## src/sv/vtar_pkg.sv

```systemverilog
// ----------------------------------------------------------------------------
// Vision target angle reference package
// Shared constants, register codes, item and config types, CORDIC table.
// ----------------------------------------------------------------------------
package vtar_pkg;

	localparam int IMAGE_WIDTH_DEF  = 1280;
	localparam int IMAGE_HEIGHT_DEF = 720;

	localparam int CORDIC_STEPS   = 20;
	localparam int PI_Q20         = 3294199;
	localparam int HALF_PI_Q20    = 1647099;
	localparam int KINV_Q30       = 652032874;
	localparam int DEAD_PITCH_Q17 = 2621;

	// datapath widths: rotation, vector magnitude, vectoring lanes
	localparam int CW = 33;
	localparam int AW = 52;
	localparam int LW = 44;

	localparam int QUEUE_DEPTH = 2;
	localparam int QPW         = $clog2(QUEUE_DEPTH);

	localparam int IN_W   = 64;
	localparam int OUT_W  = 88;
	localparam int CIDX_W = 3;
	localparam int CDAT_W = 26;

	typedef enum logic [CIDX_W-1:0] {
		REG_FILTER_KEEP   = 3'd0,
		REG_ROLL_DEADZONE = 3'd1,
		REG_ROLL_CLAMP    = 3'd2,
		REG_PITCH_CLAMP   = 3'd3,
		REG_PIXEL_PITCH_X = 3'd4,
		REG_PIXEL_PITCH_Y = 3'd5,
		REG_LENS_FOCAL    = 3'd6
	} vtar_reg_t;

	typedef struct packed {
		logic [15:0] filter_keep;
		logic [15:0] roll_deadzone;
		logic [18:0] roll_clamp;
		logic [18:0] pitch_clamp;
		logic [15:0] pixel_pitch_x;
		logic [15:0] pixel_pitch_y;
		logic [25:0] lens_focal;
	} vtar_cfg_t;

	// one classified item waiting for the back end
	typedef struct packed {
		logic signed [13:0] u2;
		logic signed [13:0] v2;
		logic signed [19:0] roll;
		logic [31:0]        num;
		logic               neg;
		logic               spd_en;
		logic [15:0]        dt;
	} vtar_job_t;

	function automatic logic [19:0] vtar_atan(input logic [4:0] i);
		logic [19:0] r;
		begin
			unique case (i)
				5'd0:  r = 20'd823550;
				5'd1:  r = 20'd486170;
				5'd2:  r = 20'd256879;
				5'd3:  r = 20'd130396;
				5'd4:  r = 20'd65451;
				5'd5:  r = 20'd32757;
				5'd6:  r = 20'd16383;
				5'd7:  r = 20'd8192;
				5'd8:  r = 20'd4096;
				5'd9:  r = 20'd2048;
				5'd10: r = 20'd1024;
				5'd11: r = 20'd512;
				5'd12: r = 20'd256;
				5'd13: r = 20'd128;
				5'd14: r = 20'd64;
				5'd15: r = 20'd32;
				5'd16: r = 20'd16;
				5'd17: r = 20'd8;
				5'd18: r = 20'd4;
				5'd19: r = 20'd2;
				default: r = 20'd0;
			endcase
			return r;
		end
	endfunction

endpackage

```

## src/sv/vtar_queue.sv

```systemverilog
// ----------------------------------------------------------------------------
// Vision target angle reference item queue
// Short FIFO between the front end and the back end.
// ----------------------------------------------------------------------------
module vtar_queue (
	input  logic                clk,
	input  logic                arst_n,
	input  logic                push,
	input  vtar_pkg::vtar_job_t wr_job,
	output logic                full,
	input  logic                pop,
	output logic                rd_valid,
	output vtar_pkg::vtar_job_t rd_job
);
	import vtar_pkg::*;

	vtar_job_t      mem_q [QUEUE_DEPTH];
	logic [QPW-1:0] wr_ptr_q, rd_ptr_q;
	logic [QPW:0]   count_q;

	assign full     = (count_q == (QPW+1)'(QUEUE_DEPTH));
	assign rd_valid = (count_q != '0);
	assign rd_job   = mem_q[rd_ptr_q];

	// store item
	always_ff @(posedge clk) begin
		if (push)
			mem_q[wr_ptr_q] <= wr_job;
	end

	// advance pointers and count
	always_ff @(posedge clk or negedge arst_n) begin
		if (!arst_n) begin
			wr_ptr_q <= '0;
			rd_ptr_q <= '0;
			count_q  <= '0;
		end else begin
			if (push)
				wr_ptr_q <= wr_ptr_q + 1'b1;
			if (pop)
				rd_ptr_q <= rd_ptr_q + 1'b1;
			if (push && !pop)
				count_q <= count_q + 1'b1;
			else if (pop && !push)
				count_q <= count_q - 1'b1;
		end
	end

endmodule

```

## config.mk

```make
export PLATFORM = sky130hd
export DESIGN_NAME = vtar_queue
export DESIGN_NICKNAME = d
export VERILOG_FILES = /design/src/sv/vtar_pkg.sv /design/src/sv/vtar_queue.sv
export SDC_FILE = /design/constraint.sdc
export NUM_CORES = 1
export LEC_CHECK = 0
export BUFFER_PORTS_ARGS = -buffer_cell sky130_fd_sc_hd__buf_2
export CAP_MARGIN = 20
export CORE_ASPECT_RATIO = 1.2
export CORE_MARGIN = 2
export CORE_UTILIZATION = 47
export DETAILED_ROUTE_END_ITERATION = 8
export GPL_ROUTABILITY_DRIVEN = 0
export PLACE_DENSITY = 0.76
export SLEW_MARGIN = 0
export SYNTH_ARGS = -nofsm -noshare
export SYNTH_HDL_FRONTEND = slang
export SYNTH_SLANG_ARGS = --single-unit
```

## constraint.sdc

```tcl
create_clock -name clk -period 5.5 [get_ports clk]
set_input_delay 0.55 -clock clk [delete_from_list [all_inputs] [get_ports clk]]
set_output_delay 0.55 -clock clk [all_outputs]
set_load 0.02 [all_outputs]
```

==> impl_results.md, run 1 <==
* Worst Tran Pin Value at 0.7770 ns
* Slowest library cell on the worst path: dfrtp_4
* Fin crit period at 3.150 ns
* DRC at 0
* Clock transition at path regs at 0.06 ns
* Ys Warns at 0
* Top FF cell, synth: edfxtp_1
* Layout cell share with drive strength beyond 1 at 61.13%
* Pwr Density at 536.1 nW/um^2
* Status: complete, no violations
* Hold Fails Final Rpt at 0
* Worst vdd ir at 0.0002823 V
* Achievable Freq at 0.3175 GHz
* RSZ-0062 raised after global routing: false
* Vias in the first global route at 4015
* Hpwl dp at 8446 um
* FFs w/ async S/R, synth at 2.000%
* Iteration-0 DRC Markers at 205
* Final Total Pwr at 4901 uW
* Flops & latches, synth at 200
* Total gr overflow at 0
* MaxCap Viol Count at 0
* CTS Hold Bufs at 1
* Avg WL per Cell at 16.97 um
* Total CTS buffers at 17
* Final Setup Violations at 0
* Num Clock Sinks at 200
* Mapped Nets at 424
* Nets at 638
* CP max stage delay at 0.80 ns
* Largest net degree at the start of global routing at 58
* Fin. max-slew vios at 0
* Sequential cell area fraction in the yosys report at 82.11%
* CP Class: reg2out
* CP endpoint kind: output port
* Post-synthesis cell area at 7289 sq um
* Most common cell after layout, fill and taps aside: buf_2
* Worst setup margin at 2.350 ns
* Antenna violations before repair at 1
* CTS tree: done
* H-tree depth reported by CTS at 4
* Worst hold slack at 0.3029 ns
* Vias at 3668
* Nature of the critical path startpoint: flip-flop
* Fin Setup TNS at 0 ns
* Min-delay worst type: in2reg
* Die boundary height at 140.4 um
* Initial Util at 48.33%
* Mapped Cells at 321
* Leak at 0.003476 uW
* CP Cell Sequence: buf_4, mux2_2, buf_2
* Vias per cell at 4.871
* Fin crit share at 57.27%
* Post-cts gate resize count at 0
* PortBufs at 201
* Total wire length at 12780 um
* Total die area at 16530 sq um
* Clk_lat worst skew at 0.43 ns
* Postcts setup bufs at 0
* Clock root cell: clkbuf_16
* Final core utilization at 60.62%
* CP max FO at 57
* Syn Area/Cell at 22.71 sq um
* Most frequent cells in the layout: buf_2 (201), edfxtp_1 (196), mux2_2 (88)
* Global-route wire length before repair at 19690 um
* Rel. slew slack at 48.20%
* Arr. time, crit path at 2.60 ns
* ANT nets after route at 0
* Core Rows at 49
* CORE AREA at 15080 sq um
* Total track usage at 15.95%
* DIE WIDTH at 117.7 um
* DRT Pass-1 Iters at 4
* Clk_skew at 0.008003 ns
* I/O pin total at 202
* Number of synthesized flops with an enable pin at 196
* Dpl ws at 2.760 ns
* Max Root-Sink Buffers at 2
* Synth unique cells at 14
* Fillers at 1148
* CP Data Required Time at 4.95 ns
* Area Growth Syn to Fin at 25.42%
-- cell usage after synthesis, types with 2 or more instances --
cell      count  share of area [%]
buf_2         8               0.55
buf_6         3               0.46
dfrtp_1       4                1.4
edfxtp_1    196                 81
mux2_2       88                 14
mux2_4       10                2.1
nor2b_1       2               0.17
xor2_1        4               0.48
-- cells by family after synthesis --
logic type	synth area share [%]
flops	82.11
fa+ha+maj	0.1716
simple gates	0.3948
xor+xnor	0.6007
buf+inv	1.064
mux	15.65
-- critical path: cells and delay by family (launching register included) --
family / cells / cell delay (ns)
buf+inv: 2 / 0.91
flops: 1 / 0.80
mux: 1 / 0.45
-- where the power goes --
part / leakage, uW / switching [uW] / internal (uW) / total (uW)
Sequential: 0.00189 / 131 / 2030 / 2160
Combinational: 0.00129 / 877 / 605 / 1480
Clock: 0.000296 / 507 / 758 / 1260
-- final cells by class --
| class | count | area, sq um | area share [%] |
|---|---|---|---|
| Antenna cell | 1 | 2.502 | 0.02737 |
| Clock buffer | 19 | 432.9 | 4.735 |
| Clock inverter | 13 | 176.4 | 1.930 |
| Inverter | 1 | 3.754 | 0.04106 |
| Multi-Input combinational cell | 109 | 1236 | 13.52 |
| Sequential cell | 200 | 5989 | 65.51 |
| Tap cell | 204 | 255.2 | 2.792 |
| Timing Repair Buffer | 206 | 1046 | 11.44 |
-- per-layer routing --
metal	wire, um	track usage (%)	share of wire (%)
met5	0	0	0
met4	345	8.370	2.7
met3	1012	6.230	7.9
met2	6508	26.87	51
met1	4913	17.50	38
-- sequential cells by signal, summed over array words and instances (netlist names) --
signal and cells:
count_q 2, mem_q 196, wr_ptr_q 1, rd_ptr_q 1
-- path summary, 6_finish.rpt --
check / startpoint / end / slack, ns / cells past startpoint
worst max-delay path: rd_ptr_q / rd_job[18] / 2.35 / 3
worst min-delay path: pop / rd_ptr_q / 0.30 / 2
worst max register to register: wr_ptr_q / mem_q[1][73] / 3.39 / 2
worst min register to register: count_q[1] / count_q[1] / 0.49 / 1
max in group asynchronous: arst_n / rd_ptr_q / 4.90 / 2
min in group asynchronous: arst_n / wr_ptr_q / 0.46 / 2
-- metrics by stage --
stage                     std cells  cell area, sq um
after floorplan                 321              7289
after global placement          719              8521
after detailed placement        719              8521
after CTS                       752              9140
after global routing            752              9140
final                           753              9143
No activity file was read; power rests on OpenSTA's default activity.
==> run 2, diff against run 1 <==
Settings changed: ABC_AREA from default to 1.
Clock period 5.5 ns to 2.8 ns, I/O delays scaled along.
==> run 2 against run 1 <==
- non-clock buffer count rose by 2
- clock-buffer cell count fell by 1
- area after synthesis is 0.24% higher
- clock power increased by 98%
- cell count grew 1.2%
- hold slack lost 0.27 ns
- critical endpoint is now rd_job[5]
- highest routed layer unchanged
==> impl_results.md, run 2 <==
* DRC at 0 (unchanged)
* Sequential cell area fraction in the yosys report at 81.92% (-0.20 points)
* Fin Setup TNS at 0 ns (unchanged)
* Hold path cells at 1 (-1)
* Ys Warns at 0 (unchanged)
* Iteration-0 DRC Markers at 230 (+12%)
* Max Root-Sink Buffers at 2 (unchanged)
* Layout cell share with drive strength beyond 1 at 60.32% (-0.81 points)
* CP Data Required Time at 2.52 ns (-2.43 ns)
* Global-route wire length before repair at 20430 um (+3.8%)
* Largest net degree at the start of global routing at 72 (+24%)
* Clk_skew at 0.01218 ns (+0.004174 ns)
* Total track usage at 16.45% (+0.49 points)
* RSZ-0062 raised after global routing: false
* Total wire length at 13500 um (+5.6%)
* Final Total Pwr at 9712 uW (+98%)
* CP endpoint kind: output port
* Arr. time, crit path at 2.19 ns (-0.41 ns)
* Pwr Density at 1055 nW/um^2 (+97%)
* Psw at 3018 uW (+99%)
* Most common cell after layout, fill and taps aside: buf_2
* Postcts setup bufs at 0 (unchanged)
* Status: complete, no violations
* WP depth at 3 (unchanged)
* Sw Share at 31.08% (+0.19 points)
* Mapped Cells at 330 (+2.8%)
* Share of power burned in registers at 43.9% (about the same)
* CP max FO at 48 (-16%)
* Share of the synthesized area in the top cell type at 80.55% (-0.19 points)
* Leak at 0.003517 uW (+1.2%)
* Num Clock Sinks at 200 (unchanged)
* Fin crit share at 88.04%
* Worst vdd ir at 0.0007090 V (+150%)
* Clock root cell: clkbuf_16
* MaxCap Viol Count at 0 (unchanged)
* CP max stage delay at 0.86 ns (+0.06 ns)
* Nature of the critical path startpoint: flip-flop
* DRT Pass-1 Iters at 4 (unchanged)
* Post-synth top area cell: edfxtp_1
* Placed cells at 730 (+1.5%)
* Avg WL per Cell at 17.72 um (+4.4%)
* Fin crit period at 2.465 ns
* Fin. max-slew vios at 0 (unchanged)
* Vias per cell at 4.906 (+0.70%)
* Vias at 3738 (+1.9%)
* Internal cell power at 6694 uW (+98%)
* Min-delay worst type: in2reg
* Flops & latches, synth at 200 (unchanged)
* Mapped Nets at 433 (+2.1%)
* Total die area at 16570 sq um (+0.24%)
* Finished Layout Cells at 762 (+1.2%)
* I/O pin total at 202 (unchanged)
* DIE WIDTH at 117.8 um (+0.12%)
* H-tree depth reported by CTS at 4 (unchanged)
* CORE AREA at 15080 sq um (unchanged)
* Synth top area cells: edfxtp_1 (81%), mux2_2 (14%), mux2_4 (2.1%)
* Rel. slew slack at 55.13% (+6.9 points)
* Die boundary height at 140.6 um (+0.12%)
* Slowest library cell on the worst path: dfrtp_4
* Vias in the first global route at 4008 (-0.17%)
* Clock transition at path regs at 0.07 ns (about the same)
* Hold Fails Final Rpt at 0 (unchanged)
* Nets at 649 (+1.7%)
* Number of synthesized flops with an enable pin at 196 (unchanged)
* Area Growth Syn to Fin at 26.01%
* Hpwl dp at 8879 um (+5.1%)
* Combinational power share at 30.4% (+0.2 points)
* Achievable Freq at 0.4057 GHz
* Register with the most flip-flops: mem_q
* CP Class: reg2out
* Most common cell in the netlist: edfxtp_1
* Worst path top cell family by delay: flip-flops
* Biggest regs: mem_q (196), count_q (2)
* CP Cell Sequence: buf_12, mux2_2, buf_2
* Post-synth top cells: edfxtp_1 (196), mux2_2 (88), mux2_4 (10), buf_2 (8), inv_1 (7)
* FFs w/ async S/R, synth at 2.000% (unchanged)
* Syn Area/Cell at 22.14 sq um (-2.5%)
* Worst Tran Pin Value at 0.6730 ns (-0.1039 ns)
* R2R depth at 3 (+1)
* Max reg flops at 196 (unchanged)
* Final Setup Violations at 0 (unchanged)
* Total CTS buffers at 17 (unchanged)
* Clock network fraction of total power at 25.7% (about the same)
* CTS tree: done
* Antenna violations before repair at 1 (unchanged)
* PortBufs at 201 (unchanged)
* Post-synthesis cell area at 7307 sq um (+0.24%)
* Initial Util at 48.45% (+0.12 points)
* Clk_lat worst skew at 0.42 ns (about the same)
* Total gr overflow at 0 (unchanged)
* Core Rows at 49 (unchanged)
* Most frequent cells in the layout: buf_2 (201), edfxtp_1 (196), mux2_2 (88)
* Synth unique cells at 14 (unchanged)
* ANT nets after route at 0 (unchanged)
* Top FF cell, synth: edfxtp_1
* Worst Path Buf+Inv at 2 (unchanged)
## run 2: cell count changes in the layout (fill, tap and decap cells not counted), sizes merged, moves of 2 or more
cell    previous run  this run
xor2               4         2
clkinv             7         4
inv                2         9
buf              205       207
nand2              0         6
nor2b              2         0
## run 2: worst register-to-register path, stage by stage, from the launching register on
cell,delay [ns]
dfrtp_1,0.43
nand2_1,0.12
inv_4,0.31
buf_12,0.39
## run 2: worst paths after layout
kind	startpoint	end	slack, ns
worst max-delay path	rd_ptr_q	rd_job[5]	0.33
worst min-delay path	wr_job[16]	mem_q[0][16]	0.04
worst max register to register	wr_ptr_q	mem_q[1][2]	1.11
worst min register to register	count_q[1]	count_q[1]	0.51
max in group asynchronous	arst_n	rd_ptr_q	2.46
min in group asynchronous	arst_n	count_q[1]	0.20
## run 2: layout make-up
| class | instances | area, sq um |
|---|---|---|
| Clock buffer | 18 | 429.2 |
| Multi-Input combinational cell | 112 | 1229 |
| Tap cell | 204 | 255.2 |
| Inverter | 7 | 28.78 |
| Clock inverter | 12 | 175.2 |
| Fill cell | 1133 | 5874 |
| Sequential cell | 200 | 5989 |
| Timing Repair Buffer | 208 | 1099 |
| Antenna cell | 1 | 2.502 |
## run 2: cell families (layout without fill, tap and decap cells)
family	count (synthesis)	in the layout	synth area share [%]
xor+xnor	3	3	0.3597
fa+ha+maj	1	1	0.1712
buf+inv	18	245	1.370
flops	200	200	81.92
mux	98	98	15.62
other cells	0	1	0
simple gates	10	10	0.5651
## run 2: routing by layer
layer,global-route usage [%],vias to the layer above,part of all wire [%]
met5,0,-,0
met4,9.385,0,2.9
met3,5.299,28,5.7
met2,28.73,141,53
met1,17.58,1836,38
li1,-,1733,-
## run 2: power groups by stage
stage | registers, uW | clock network (uW) | logic [uW]
2_1_floorplan | 4160 | 0 | 2200
3_3_place_gp | 4300 | 0 | 2950
3_5_place_dp | 4330 | 0 | 2980
4_1_cts | 4270 | 2540 | 3000
5_1_grt | 4320 | 2650 | 3130
6_report | 4260 | 2500 | 2950
## run 2: repair_timing
item                                    4_1_cts  5_1_grt
endpoints found under the hold margin         4        0
hold buffers                                  1        0
resized for setup                             0        0
endpoints found under the setup margin        0        0
## run 2: through the flow
stage / hold WS [ns] / setup WS (ns) / util (%) / instance area [sq um]
finish: 0.03720 / 0.3350 / 61.05 / 9208
global route: 0.01828 / 0.2427 / 61.03 / 9205
detailed placement: 0.09092 / 0.7752 / 56.96 / 8591
floorplan: -0.01559 / -0.01985 / - / 7315
CTS: 0.01976 / 0.2986 / 61.03 / 9205
global placement: 0.08927 / 0.7929 / 56.96 / 8591
