**config.mk**
```make
export PLATFORM = sky130hd
export DESIGN_NAME = vtar_front
export DESIGN_NICKNAME = d
export VERILOG_FILES = /design/src/sv/vtar_pkg.sv /design/src/sv/vtar_front.sv
export SDC_FILE = /design/constraint.sdc
export NUM_CORES = 1
export LEC_CHECK = 0
export BUFFER_PORTS_ARGS = -buffer_cell sky130_fd_sc_hd__buf_2
export CAP_MARGIN = 10
export CORE_UTILIZATION = 50
export CTS_CLUSTER_SIZE = 20
export DETAILED_ROUTE_END_ITERATION = 16
export GPL_TIMING_DRIVEN = 1
export PLACE_DENSITY = 0.77
export RECOVER_POWER = 25
export SYNTH_ARGS = -nofsm -noshare
export SYNTH_HDL_FRONTEND = slang
export SYNTH_SLANG_ARGS = --single-unit
```
**constraint.sdc**
```tcl
create_clock -name clk -period 11.9 [get_ports clk]
set_input_delay 0 -clock clk [delete_from_list [all_inputs] [get_ports clk]]
set_output_delay 0 -clock clk [all_outputs]
set_load 0.01 [all_outputs]
```
**src/sv/vtar_pkg.sv**
```systemverilog
// ----------------------------------------------------------------------------
// Vision target angle reference package
// Shared constants, register codes, item and config types, CORDIC table.
// ----------------------------------------------------------------------------
package vtar_pkg;

	localparam int IMAGE_WIDTH_DEF  = 1280;
	localparam int IMAGE_HEIGHT_DEF = 720;

	localparam int CORDIC_STEPS   = 20;
	localparam int PI_Q20         = 3294199;
	localparam int HALF_PI_Q20    = 1647099;
	localparam int KINV_Q30       = 652032874;
	localparam int DEAD_PITCH_Q17 = 2621;

	// datapath widths: rotation, vector magnitude, vectoring lanes
	localparam int CW = 33;
	localparam int AW = 52;
	localparam int LW = 44;

	localparam int QUEUE_DEPTH = 2;
	localparam int QPW         = $clog2(QUEUE_DEPTH);

	localparam int IN_W   = 64;
	localparam int OUT_W  = 88;
	localparam int CIDX_W = 3;
	localparam int CDAT_W = 26;

	typedef enum logic [CIDX_W-1:0] {
		REG_FILTER_KEEP   = 3'd0,
		REG_ROLL_DEADZONE = 3'd1,
		REG_ROLL_CLAMP    = 3'd2,
		REG_PITCH_CLAMP   = 3'd3,
		REG_PIXEL_PITCH_X = 3'd4,
		REG_PIXEL_PITCH_Y = 3'd5,
		REG_LENS_FOCAL    = 3'd6
	} vtar_reg_t;

	typedef struct packed {
		logic [15:0] filter_keep;
		logic [15:0] roll_deadzone;
		logic [18:0] roll_clamp;
		logic [18:0] pitch_clamp;
		logic [15:0] pixel_pitch_x;
		logic [15:0] pixel_pitch_y;
		logic [25:0] lens_focal;
	} vtar_cfg_t;

	// one classified item waiting for the back end
	typedef struct packed {
		logic signed [13:0] u2;
		logic signed [13:0] v2;
		logic signed [19:0] roll;
		logic [31:0]        num;
		logic               neg;
		logic               spd_en;
		logic [15:0]        dt;
	} vtar_job_t;

	function automatic logic [19:0] vtar_atan(input logic [4:0] i);
		logic [19:0] r;
		begin
			unique case (i)
				5'd0:  r = 20'd823550;
				5'd1:  r = 20'd486170;
				5'd2:  r = 20'd256879;
				5'd3:  r = 20'd130396;
				5'd4:  r = 20'd65451;
				5'd5:  r = 20'd32757;
				5'd6:  r = 20'd16383;
				5'd7:  r = 20'd8192;
				5'd8:  r = 20'd4096;
				5'd9:  r = 20'd2048;
				5'd10: r = 20'd1024;
				5'd11: r = 20'd512;
				5'd12: r = 20'd256;
				5'd13: r = 20'd128;
				5'd14: r = 20'd64;
				5'd15: r = 20'd32;
				5'd16: r = 20'd16;
				5'd17: r = 20'd8;
				5'd18: r = 20'd4;
				5'd19: r = 20'd2;
				default: r = 20'd0;
			endcase
			return r;
		end
	endfunction

endpackage

```
**src/sv/vtar_front.sv**
```systemverilog
// ----------------------------------------------------------------------------
// Vision target angle reference front end
// Accepts detections, forms centre offsets and the speed numerator.
// ----------------------------------------------------------------------------
module vtar_front #(
	parameter int IMAGE_WIDTH  = 1280,
	parameter int IMAGE_HEIGHT = 720
) (
	input  logic                     clk,
	input  logic                     arst_n,
	input  logic                     s_tvalid,
	output logic                     s_tready,
	input  logic [vtar_pkg::IN_W-1:0] s_tdata,
	input  logic                     q_full,
	output logic                     push,
	output vtar_pkg::vtar_job_t      job
);
	import vtar_pkg::*;

	localparam logic signed [13:0] UOFF = 14'(IMAGE_WIDTH + 1);
	localparam logic signed [13:0] VOFF = 14'(IMAGE_HEIGHT + 1);

	logic [11:0] column, row, last_column_q, mag;
	logic [15:0] elapsed_us;
	logic        have_last_q;
	logic [12:0] dcol, dneg;

	assign column     = s_tdata[11:0];
	assign row        = s_tdata[23:12];
	assign elapsed_us = s_tdata[59:44];

	assign s_tready = !q_full;
	assign push     = s_tvalid && !q_full;

	// classify: offsets, column step magnitude and speed enable
	assign dcol = {1'b0, column} - {1'b0, last_column_q};
	assign dneg = -dcol;
	assign mag  = dcol[12] ? dneg[11:0] : dcol[11:0];

	always_comb begin
		job.u2     = $signed({1'b0, column, 1'b0}) - UOFF;
		job.v2     = $signed({1'b0, row, 1'b0}) - VOFF;
		job.roll   = $signed(s_tdata[43:24]);
		job.num    = 32'(mag) * 32'd1000000;
		job.neg    = dcol[12];
		job.spd_en = have_last_q && (elapsed_us >= 16'd2);
		job.dt     = elapsed_us;
	end

	// remember the column of the last item
	always_ff @(posedge clk or negedge arst_n) begin
		if (!arst_n) begin
			last_column_q <= '0;
			have_last_q   <= 1'b0;
		end else if (push) begin
			last_column_q <= column;
			have_last_q   <= 1'b1;
		end
	end

endmodule

```
==> results of run 1 <==
stage by stage:
stage / util [%] / area (µm²) / hold WS (ns) / std cells
after CTS: 57.2 / 5360 / 0.0000686 / 786
after global placement: 56.6 / 5300 / -0.0929 / 781
final: 57.1 / 5350 / 0.00000446 / 786
after global routing: 57.1 / 5350 / 0.0000151 / 786
after detailed placement: 56.6 / 5300 / -0.0885 / 781
after floorplan: - / 4930 / -0.296 / 587
placed cells by master, fill, tap and decap left out, types with 3 or more instances in the layout:
cell	netlist	layout
buf_2	1	105
inv_1	101	101
ha_1	98	98
nand2_1	37	37
fa_1	36	36
xnor2_1	34	34
xor2_1	23	23
a21oi_1	21	21
nor2_1	21	21
o21ai_0	19	19
a21o_1	13	13
dfrtp_1	13	13
nor3_1	9	9
clkbuf_1	3	9
conb_1	2	8
nor4_1	7	7
nand3_1	7	7
o21ai_1	6	6
and3_1	5	5
o21bai_1	5	5
a31oi_1	5	5
nor2b_1	5	5
nand2b_1	4	4
or2_1	3	3
o211ai_1	3	3
nand3b_1	3	3
o22ai_1	3	3
o21a_1	3	3
or3_1	3	3
clkbuf_8	0	3
logic make-up after synthesis:
group                    after synthesis  share of synthesized area [%]
XOR/XNOR                              59                           10.8
adder cells (fa/ha/maj)              134                           39.7
multiplexers                           2                          0.434
AND/OR/NAND/NOR                      121                           13.0
flip-flops                            13                           6.63
buffers and inverters                151                           15.1
AO/OA/AOI/OAI                         99                           14.1
other                                  2                          0.153
layout make-up:
cell class                      instances  area, µm²  share of cell area [%]
Clock buffer                            4       45.0                   0.842
Inverter                              102        383                    7.16
Multi-Input combinational cell        423       3860                    72.2
Sequential cell                        13        325                    6.08
Tap cell                              129        161                    3.02
Timing Repair Buffer                  115        573                    10.7
registers in the layout (all words and copies together), names as in the netlist:
name,count
have_last_q,1
last_column_q,12
layer usage:
metal,track usage (%),up-vias
met3,2.64,12
met1,26.4,1912
met2,35.9,87
met5,0,-
li1,-,2050
met4,1.78,0
worst paths after layout:
kind                                          to  cells after the start  slack (ns)             start
worst max-delay path                     job[48]                     25        4.13  last_column_q[0]
worst min-delay path                     job[53]                      0    0.000004       s_tdata[27]
worst max register to register       have_last_q                      1       11.12       have_last_q
worst min register to register       have_last_q                      1        0.48       have_last_q
max in group asynchronous       last_column_q[0]                      2       11.48            arst_n
min in group asynchronous       last_column_q[7]                      2        0.18            arst_n
synthesized netlist by cell type (6+ instances only):
| library cell | instances |
|---|---|
| inv_1 | 101 |
| xor2_1 | 23 |
| nand2_1 | 37 |
| xnor2_1 | 34 |
| nand3_1 | 7 |
| ha_1 | 98 |
| a21oi_1 | 21 |
| dfrtp_1 | 13 |
| o21ai_1 | 6 |
| buf_4 | 44 |
| nor3_1 | 9 |
| a21o_1 | 13 |
| nor2_1 | 21 |
| nor4_1 | 7 |
| o21ai_0 | 19 |
| fa_1 | 36 |
==> metrics.md, run 1 <==
| Metric | Value |
|---|---|
| Routed wire length | `10.1 mm` |
| CTS resizes | `0` |
| Fmax | `approximately 130 MHz` |
| WP data required | `11.90 ns` |
| DRC Markers | `0` |
| Share of layout cells above drive strength 1 | `about 19%` |
| Mapped Area | `4900 µm²` |
| Largest net degree at the start of global routing | `26` |
| DR WL met3 | `401 µm` |
| H-tree Lvls | `1` |
| Cell Rows | `35` |
| Pre-CTS setup slack | `between 4 and 5 ns` |
| Crit end category | `primary output` |
| Post-Syn Area per Cell | `between 8 and 9 µm²` |
| Worst path slowest cell | `xnor2_1` |
| Pre-antenna DRT Iters | `4` |
| Synth Register Bits | `13` |
| Synth warnings | `0` |
| Worst-path fanout max | `9` |
| Crit path buffers/inverters | `4` |
| Via count | `4061` |
| Count of final setup violators | `0` |
| GR Overflow Total | `0` |
| First-pass GRT wire length | `17.0 mm` |
| Final HPWL DP | `8.90 mm` |
| Max Cap Viol | `0` |
| Cells after Synth | `581` |
| Vias per cell | `5.17` |
| Die Height | `101 µm` |
| Largest area contributor in the netlist | `ha_1` |
| Setup TNS | `0 ns` |
| Ant. Diodes | `0` |
| Min-Delay Path Class | `primary input to primary output` |
| GRT Total Usage | `between 10% and 20%` |
| Maximum clock insertion buffer count | `2` |
| Setup Skew | `0 ns` |
| Drt first-iter violations | `143` |
| Critical path's top delay family | `adder cells` |
| Final Max Slew Viols | `0` |
| Post-CTS Setup Bufs | `0` |
| Die Wd | `101 µm` |
| CTS Sinks | `13` |
| Min Tclk post-route | `7.77 ns` |
| Clock slew at reported path FFs | `0.05 ns` |
| Metal-1 WL | `4.54 mm` |
| CP peak stage delay | `0.62 ns` |
| CTS tree | `built` |
| Antenna violations before repair | `0` |
| Highest Signal Layer | `met4` |
| I/O pin count | `168` |
| Routed length on met2 | `5.05 mm` |
| Clk Latency, worst-skew pair | `0.24 ns` |
| FFs w/ async S/R, synth | `100%` |
| Worst setup margin | `4.13 ns` |
| Hold Buf Count CTS | `1` |
| Dominant cells by area after synthesis | `ha_1 25%, fa_1 15%, inv_1 7.7%` |
| Register area share after synthesis | `6.63%` |
| Initial core utilization | `52.3%` |
| Fill count | `867` |
| Unrepaired setup endpoints after global routing | `false` |
| Ys flop type | `dfrtp_1` |
| Status | `completed` |
| WL/cell | `12.8 µm` |
| Most used cell, CP | `fa_1` |
| Worst Tran Pin Value | `0.860 ns` |
| Relative slew margins | `42.3%` |
| Core area | `9370 µm²` |
| Top-area cell type share of the netlist area | `25.0%` |
| Crit start category | `flip-flop` |
| Clk root buf | `clkbuf_8` |
| Vias in the first global route | `~3900` |
| Final Hold Viols | `0` |
| Antenna viol nets, final | `0` |
| CTS Buf Count | `3` |
| WP data arrival | `7.77 ns` |
| Crit share post-route | `65.3%` |
| Nets | `860` |
| Worst setup path category | `flip-flop to primary output` |
| Area growth syn-to-layout | `9.06%` |
| Post-synth EDFFs | `0` |
| Synth unique cells | `between 60 and 70` |
| Die ar. | `10200 µm²` |
| PortBufs | `113` |
| Placer Congestion | `0.840` |
Power of run 1 is not shown: default switching activity piles up to over one toggle a cycle in this logic, so the estimate is an artifact.
==> run 2, diff against run 1 <==
--- a/config.mk
+++ b/config.mk
@@ -5,9 +5,10 @@
 export SDC_FILE = /design/constraint.sdc
 export NUM_CORES = 1
 export LEC_CHECK = 0
+export ABC_AREA = 1
 export BUFFER_PORTS_ARGS = -buffer_cell sky130_fd_sc_hd__buf_2
 export CAP_MARGIN = 10
-export CORE_UTILIZATION = 50
+export CORE_UTILIZATION = 49
 export CTS_CLUSTER_SIZE = 20
 export DETAILED_ROUTE_END_ITERATION = 16
 export GPL_TIMING_DRIVEN = 1
==> constraint.sdc (replaced) <==
create_clock -name clk -period 6.6 [get_ports clk]
set_input_delay 0 -clock clk [delete_from_list [all_inputs] [get_ports clk]]
set_output_delay 0 -clock clk [all_outputs]
set_load 0.01 [all_outputs]
==> run 2 against run 1 <==
Effect of this change:
- sequential share of layout area decreased by 0.56 points
- synthesized cell count increased by 28%
- wire length increased by 9.9%
- clock skew unchanged
- global-route usage increased by 0.33 points
- synthesized area increased by 7.6%
- final area increased by 10%
- non-clock buffer count increased by 9
- die area increased by 9.6%
- core utilization decreased by 0.27 points
- first-iteration DRC count increased by 47%
- highest routed layer unchanged
==> metrics.md, run 2 <==
| Metric | Value |
|---|---|
| Vias per cell | `4.89` |
| Post-synth EDFFs | `0` |
| Synth warnings | `0` |
| Min Tclk post-route | `6.30 ns` |
| Via count | `4730` |
| Min-Delay Path Class | `primary input to primary output` |
| Crit start category | `flip-flop` |
| Fill count | `1017` |
| Clock slew at reported path FFs | `0.06 ns` |
| Most common cell after layout, fill and taps aside | `inv_1` |
| Commonest non-fill, non-tap cells in the layout | `152 x inv_1, 142 x nand2_1, 106 x buf_2` |
| Final Hold Viols | `0` |
| Worst setup path category | `flip-flop to primary output` |
| Placed cell count | `~960` |
| Final Max Slew Viols | `0` |
| Critical path's top delay family | `adder cells` |
| Worst path slowest cell | `fa_1` |
| Setup Skew | `0 ns` |
| First-pass GRT wire length | `19.0 mm` |
| Number of flip-flops under the largest register name | `12` |
| Crit share post-route | `95.5%` |
| Reg2Reg Depth | `2` |
| Vias in the first global route | `4504` |
| Unrepaired setup endpoints after global routing | `true` |
| GR Overflow Total | `0` |
| Pre-antenna DRT Iters | `5` |
| Worst hold stages | `0` |
| Crit path buffers/inverters | `6` |
| CP Depth | `28` |
| Largest Register | `last_column_q` |
| Most numerous cell in the Yosys netlist | `inv_1` |
| Initial core utilization | `between 50 and 60%` |
| Worst Tran Pin Value | `0.630 ns` |
| FF+latch area | `between 300 and 400 µm²` |
| WL/cell | `11.4 µm` |
| Dominant cells by area after synthesis | `ha_1 23%, fa_1 14%, inv_1 11%` |
| Antenna viol nets, final | `0` |
| Most used cell, CP | `fa_1` |
| Post-Syn Area per Cell | `7.08 µm²` |
| Fmax | `159 MHz` |
| Cells after Synth | `between 700 and 800` |
| FFs w/ async S/R, synth | `100%` |
| Synth unique cells | `43` |
| Die ar. | `11200 µm²` |
| Drt first-iter violations | `210` |
| Clk Latency, worst-skew pair | `approximately 0.24 ns` |
| Setup TNS | `0 ns` |
| Footprint of the multi-input gates | `4090 µm²` |
| Final Util | `56.8%` |
| Crit end category | `primary output` |
| Cell Rows | `37` |
| Max Cap Viol | `0` |
| WP data arrival | `6.30 ns` |
| DRC Markers | `0` |
| Maximum clock insertion buffer count | `2` |
| Status | `completed` |
| Routed wire length | `11.0 mm` |
| CTS Sinks | `13` |
| Ys flop type | `dfrtp_1` |
| Die Height | `106 µm` |
| Largest net degree at the start of global routing | `23` |
| WP data required | `6.60 ns` |
| PortBufs | `113` |
| CTS tree | `built` |
| Relative slew margins | `57.9%` |
| Layout Cells excl Fill | `967` |
| Core area | `10400 µm²` |
| Nets | `between 1000 and 1500` |
| I/O pin count | `~170` |
| Worst-path fanout max | `9` |
| Top flop regs | `last_column_q (12), have_last_q (1)` |
| Final HPWL DP | `9.77 mm` |
| Top-area cell type share of the netlist area | `23.2%` |
| Synth Register Bits | `13` |
| CP peak stage delay | `0.55 ns` |
| Count of final setup violators | `0` |
| Antenna violations before repair | `0` |
| Placer Congestion | `slightly above 0.9` |
| Clk root buf | `clkbuf_8` |
| H-tree Lvls | `1` |
| Die Wd | `106 µm` |
| CTS Buf Count | `3` |
| Largest area contributor in the netlist | `ha_1` |
| Area growth syn-to-layout | `11.6%` |
| Register area share after synthesis | `6.16%` |
| Most instantiated cells after synthesis | `153 x inv_1, 148 x nand2_1, 98 x ha_1` |
| Mapped Area | `about 5300 µm²` |
| Share of layout cells above drive strength 1 | `21.9%` |
| GRT Total Usage | `about a fifth` |
| Ant. Diodes | `0` |
[run 2: cell types whose count changed in the layout (fill, tap and decap cells not counted), sizes merged, moves of 24 or more]
cell   change
nor2      +25
xnor2     -24
nand2    +125
nand3     +25
inv       +61
[run 2: area by class of cell]
class | count | area share (%)
multi-input cells | 526 | 69.5
flip-flops and latches | 13 | 5.52
well taps | 136 | 2.89
inverters | 164 | 10.5
repair buffers | 124 | 10.9
clock buffers | 4 | 0.765
[run 2: layer usage]
metal  wire (µm)  part of all wire (%)  up-vias  GRT usage [%]
met3         395                   3.6       18           1.67
met4         110                   1.0        0           2.68
met1        5070                    46     2138           25.2
met5           0                     0        -              0
li1            -                     -     2459              -
met2        5470                    50      115           38.7
[run 2: worst paths after layout]
path | startpoint | endpoint | slack [ns]
max in group asynchronous | arst_n | last_column_q[10] | 6.18
max reg2reg | last_column_q[1] | last_column_q[1] | 5.88
min | s_tdata[27] | job[53] | 0.000004
min in group asynchronous | arst_n | last_column_q[5] | 0.19
max | last_column_q[0] | job[47] | 0.30
min reg2reg | have_last_q | have_last_q | 0.45
[run 2: timing repair]
item / 4_1_cts / 5_1_grt
setup buffers: 0 / 6
setup endpoints to repair: 0 / 9
hold buffers: 1 / 0
endpoints found under the hold margin: 13 / 0
gates resized for setup: 0 / 25
[run 2: cell families after synthesis]
logic type      after synthesis  synth area share [%]
compound gates               76                  8.30
xor+xnor                     42                  7.54
fa+ha+maj                   134                  36.9
buf+inv                     212                  18.5
flops                        13                  6.16
other cells                   2                 0.142
simple gates                266                  22.5
[run 2: through the flow]
step / setup WS [ns] / cell area, µm² / hold WS (ns)
after global placement: 0.502 / 5710 / -0.0951
after detailed placement: 0.435 / 5710 / -0.0922
final: 0.295 / 5890 / 0.00000446
after global routing: -0.0294 / 5890 / 0.0000151
after CTS: 0.137 / 5760 / 0.0000686
after floorplan: 0.917 / 5300 / -0.296
Power of run 2 is left out for the same reason.
==> run 3, diff against run 2 <==
--- a/config.mk
+++ b/config.mk
@@ -14,6 +14,7 @@
 export GPL_TIMING_DRIVEN = 1
 export PLACE_DENSITY = 0.77
 export RECOVER_POWER = 25
+export SETUP_SLACK_MARGIN = 0.5
 export SYNTH_ARGS = -nofsm -noshare
 export SYNTH_HDL_FRONTEND = slang
 export SYNTH_SLANG_ARGS = --single-unit
==> run 3 against run 2 <==
Effect of this change:
- wire length up 13%
- fmax up 5.0%
- core utilization up 5.7 points
- sequential share of layout area down 0.50 points
- worst setup slack better by 0.30 ns
- count of clock-buffer cells in the layout unchanged
- non-clock buffer count up 17
- via count up 4.2%
- largest cell class unchanged
- critical path depth up 1
- critical endpoint is now job[49]
==> metrics.md, run 3 (synthesis results as in run 2) <==
| Metric | Value |
|---|---|
| WP data required | `6.60 ns` |
| Status | `completed` |
| Worst setup margin | `0.595 ns` |
| Antenna viol nets, final | `0` |
| Fmax | `167 MHz` |
| First-pass GRT wire length | `19.7 mm` |
| Antenna violations before repair | `0` |
| RR Endpoint | `last_column_q[0]` |
| R2r setup slk | `between 5 and 6 ns` |
| Fill count | `901` |
| Initial core utilization | `50.9%` |
| Worst Tran Pin Value | `approximately 0.6 ns` |
| Count of final setup violators | `0` |
| Setup Skew | `0 ns` |
| WP data arrival | `between 6 and 7 ns` |
| Commonest non-fill, non-tap cells in the layout | `147 x inv_1, 133 x nand2_1, 105 x buf_2` |
| Unrepaired setup endpoints after global routing | `true` |
| Relative slew margins | `roughly 60%` |
| Min-Delay Path Class | `primary input to primary output` |
| Most common cell after layout, fill and taps aside | `inv_1` |
| Die ar. | `11200 µm²` |
| Setup TNS | `0 ns` |
| H-tree Lvls | `1` |
| HP Start | `s_tdata[27]` |
| Worst hold stages | `0` |
| Clock slew at reported path FFs | `0.06 ns` |
| Die Wd | `106 µm` |
| Vias per cell | `around 5` |
| Number of flip-flops under the largest register name | `12` |
| Final Max Slew Viols | `0` |
| Crit end category | `primary output` |
| Worst-path fanout max | `7` |
| WL/cell | `12.7 µm` |
| FF+latch area | `325 µm²` |
| Nets | `between 1000 and 1500` |
| Final Hold Viols | `0` |
| Worst R2R Start | `last_column_q[0]` |
| Maximum clock insertion buffer count | `2` |
| Worst path slowest cell | `fa_1` |
| PortBufs | `between 100 and 150` |
| Placer Congestion | `0.930` |
| CTS Sinks | `13` |
| Cell Rows | `37` |
| Clk root buf | `clkbuf_8` |
| CTS tree | `built` |
| Max Cap Viol | `0` |
| CP peak stage delay | `0.55 ns` |
| Min Tclk post-route | `6.01 ns` |
| Pre-antenna DRT Iters | `5` |
| CTS Buf Count | `3` |
| DRC Markers | `0` |
| Share of layout cells above drive strength 1 | `29.0%` |
| Die Height | `106 µm` |
| I/O pin count | `168` |
| Reg2Reg Depth | `3` |
| Via count | `4929` |
| Crit start category | `flip-flop` |
| Clk Latency, worst-skew pair | `approximately 0.24 ns` |
| Most used cell, CP | `nand2_2` |
| Vias in the first global route | `4662` |
| Core area | `10400 µm²` |
| Crit path buffers/inverters | `7` |
| Critical path's top delay family | `adder cells` |
| Top flop regs | `last_column_q (12), have_last_q (1)` |
| Footprint of the multi-input gates | `4540 µm²` |
| Largest net degree at the start of global routing | `23` |
| Crit share post-route | `91.0%` |
| GR Overflow Total | `0` |
| GRT Total Usage | `21.0%` |
| Final HPWL DP | `9.77 mm` |
| Hold path endpoint | `job[53]` |
| Worst setup path category | `flip-flop to primary output` |
| Drt first-iter violations | `189` |
| Largest Register | `last_column_q` |
| Ant. Diodes | `0` |
| Pre-CTS setup slack | `0.435 ns` |
| Routed wire length | `12.5 mm` |
| Area growth syn-to-layout | `22.7%` |
[run 3: cell types whose count changed in the layout (fill, tap and decap cells not counted), moves of 6 or more]
| cell | delta |
|---|---|
| nand2_4 | +6 |
| ha_1 | -20 |
| nand2_1 | -9 |
| buf_4 | +16 |
| nor2_4 | +6 |
| ha_4 | +20 |
[run 3: through the flow]
stage          utilization [%]  area [µm²]  std cells  hold WS [ns]
2_1_floorplan                -        5300        751        -0.296
3_3_place_gp              55.0        5710        956       -0.0951
3_5_place_dp              55.0        5710        956       -0.0922
4_1_cts                   57.5        5960        968     0.0000686
5_1_grt                   62.5        6480        984     0.0000151
6_report                  62.5        6480        984    0.00000446
[run 3: worst max-delay path by stage]
stage                           startpoint      end  slack (ns)  cells past startpoint
after global placement    last_column_q[7]  job[47]        0.50                     25
after CTS                 last_column_q[0]  job[47]        0.48                     28
after global routing      last_column_q[0]  job[48]        0.35                     28
after floorplan           last_column_q[0]  job[42]        0.92                     25
final                     last_column_q[0]  job[49]        0.59                     29
after detailed placement  last_column_q[7]  job[47]        0.44                     26
[run 3: what timing repair did]
action / in CTS / in global routing
hold endpoints to repair: 13 / 0
pin swaps: 12 / 41
setup endpoints to repair: 10 / 12
gates resized for setup: 32 / 71
hold buffers: 1 / 0
setup buffers: 7 / 16
[run 3: worst reg2reg max path: stages (launching register included)]
cell     delay, ns
dfrtp_1       0.40
buf_4         0.14
nand2_1       0.05
o21ai_0       0.09
[run 3: final cells by class]
| class | count | area share (%) |
|---|---|---|
| inverter | 164 | 9.56 |
| sequential | 13 | 5.02 |
| clock buffer | 4 | 0.695 |
| tap | 136 | 2.63 |
| timing repair buffer | 141 | 12.1 |
| multi-input combinational | 526 | 70.0 |
[run 3: per-layer routing]
layer	global-route usage [%]	routed length, µm	up-vias
met5	0	0	-
met4	3.27	174	0
met3	1.92	454	26
met2	40.0	6500	133
met1	25.9	5380	2274
li1	-	-	2496
Power of run 3 is left out for the same reason.
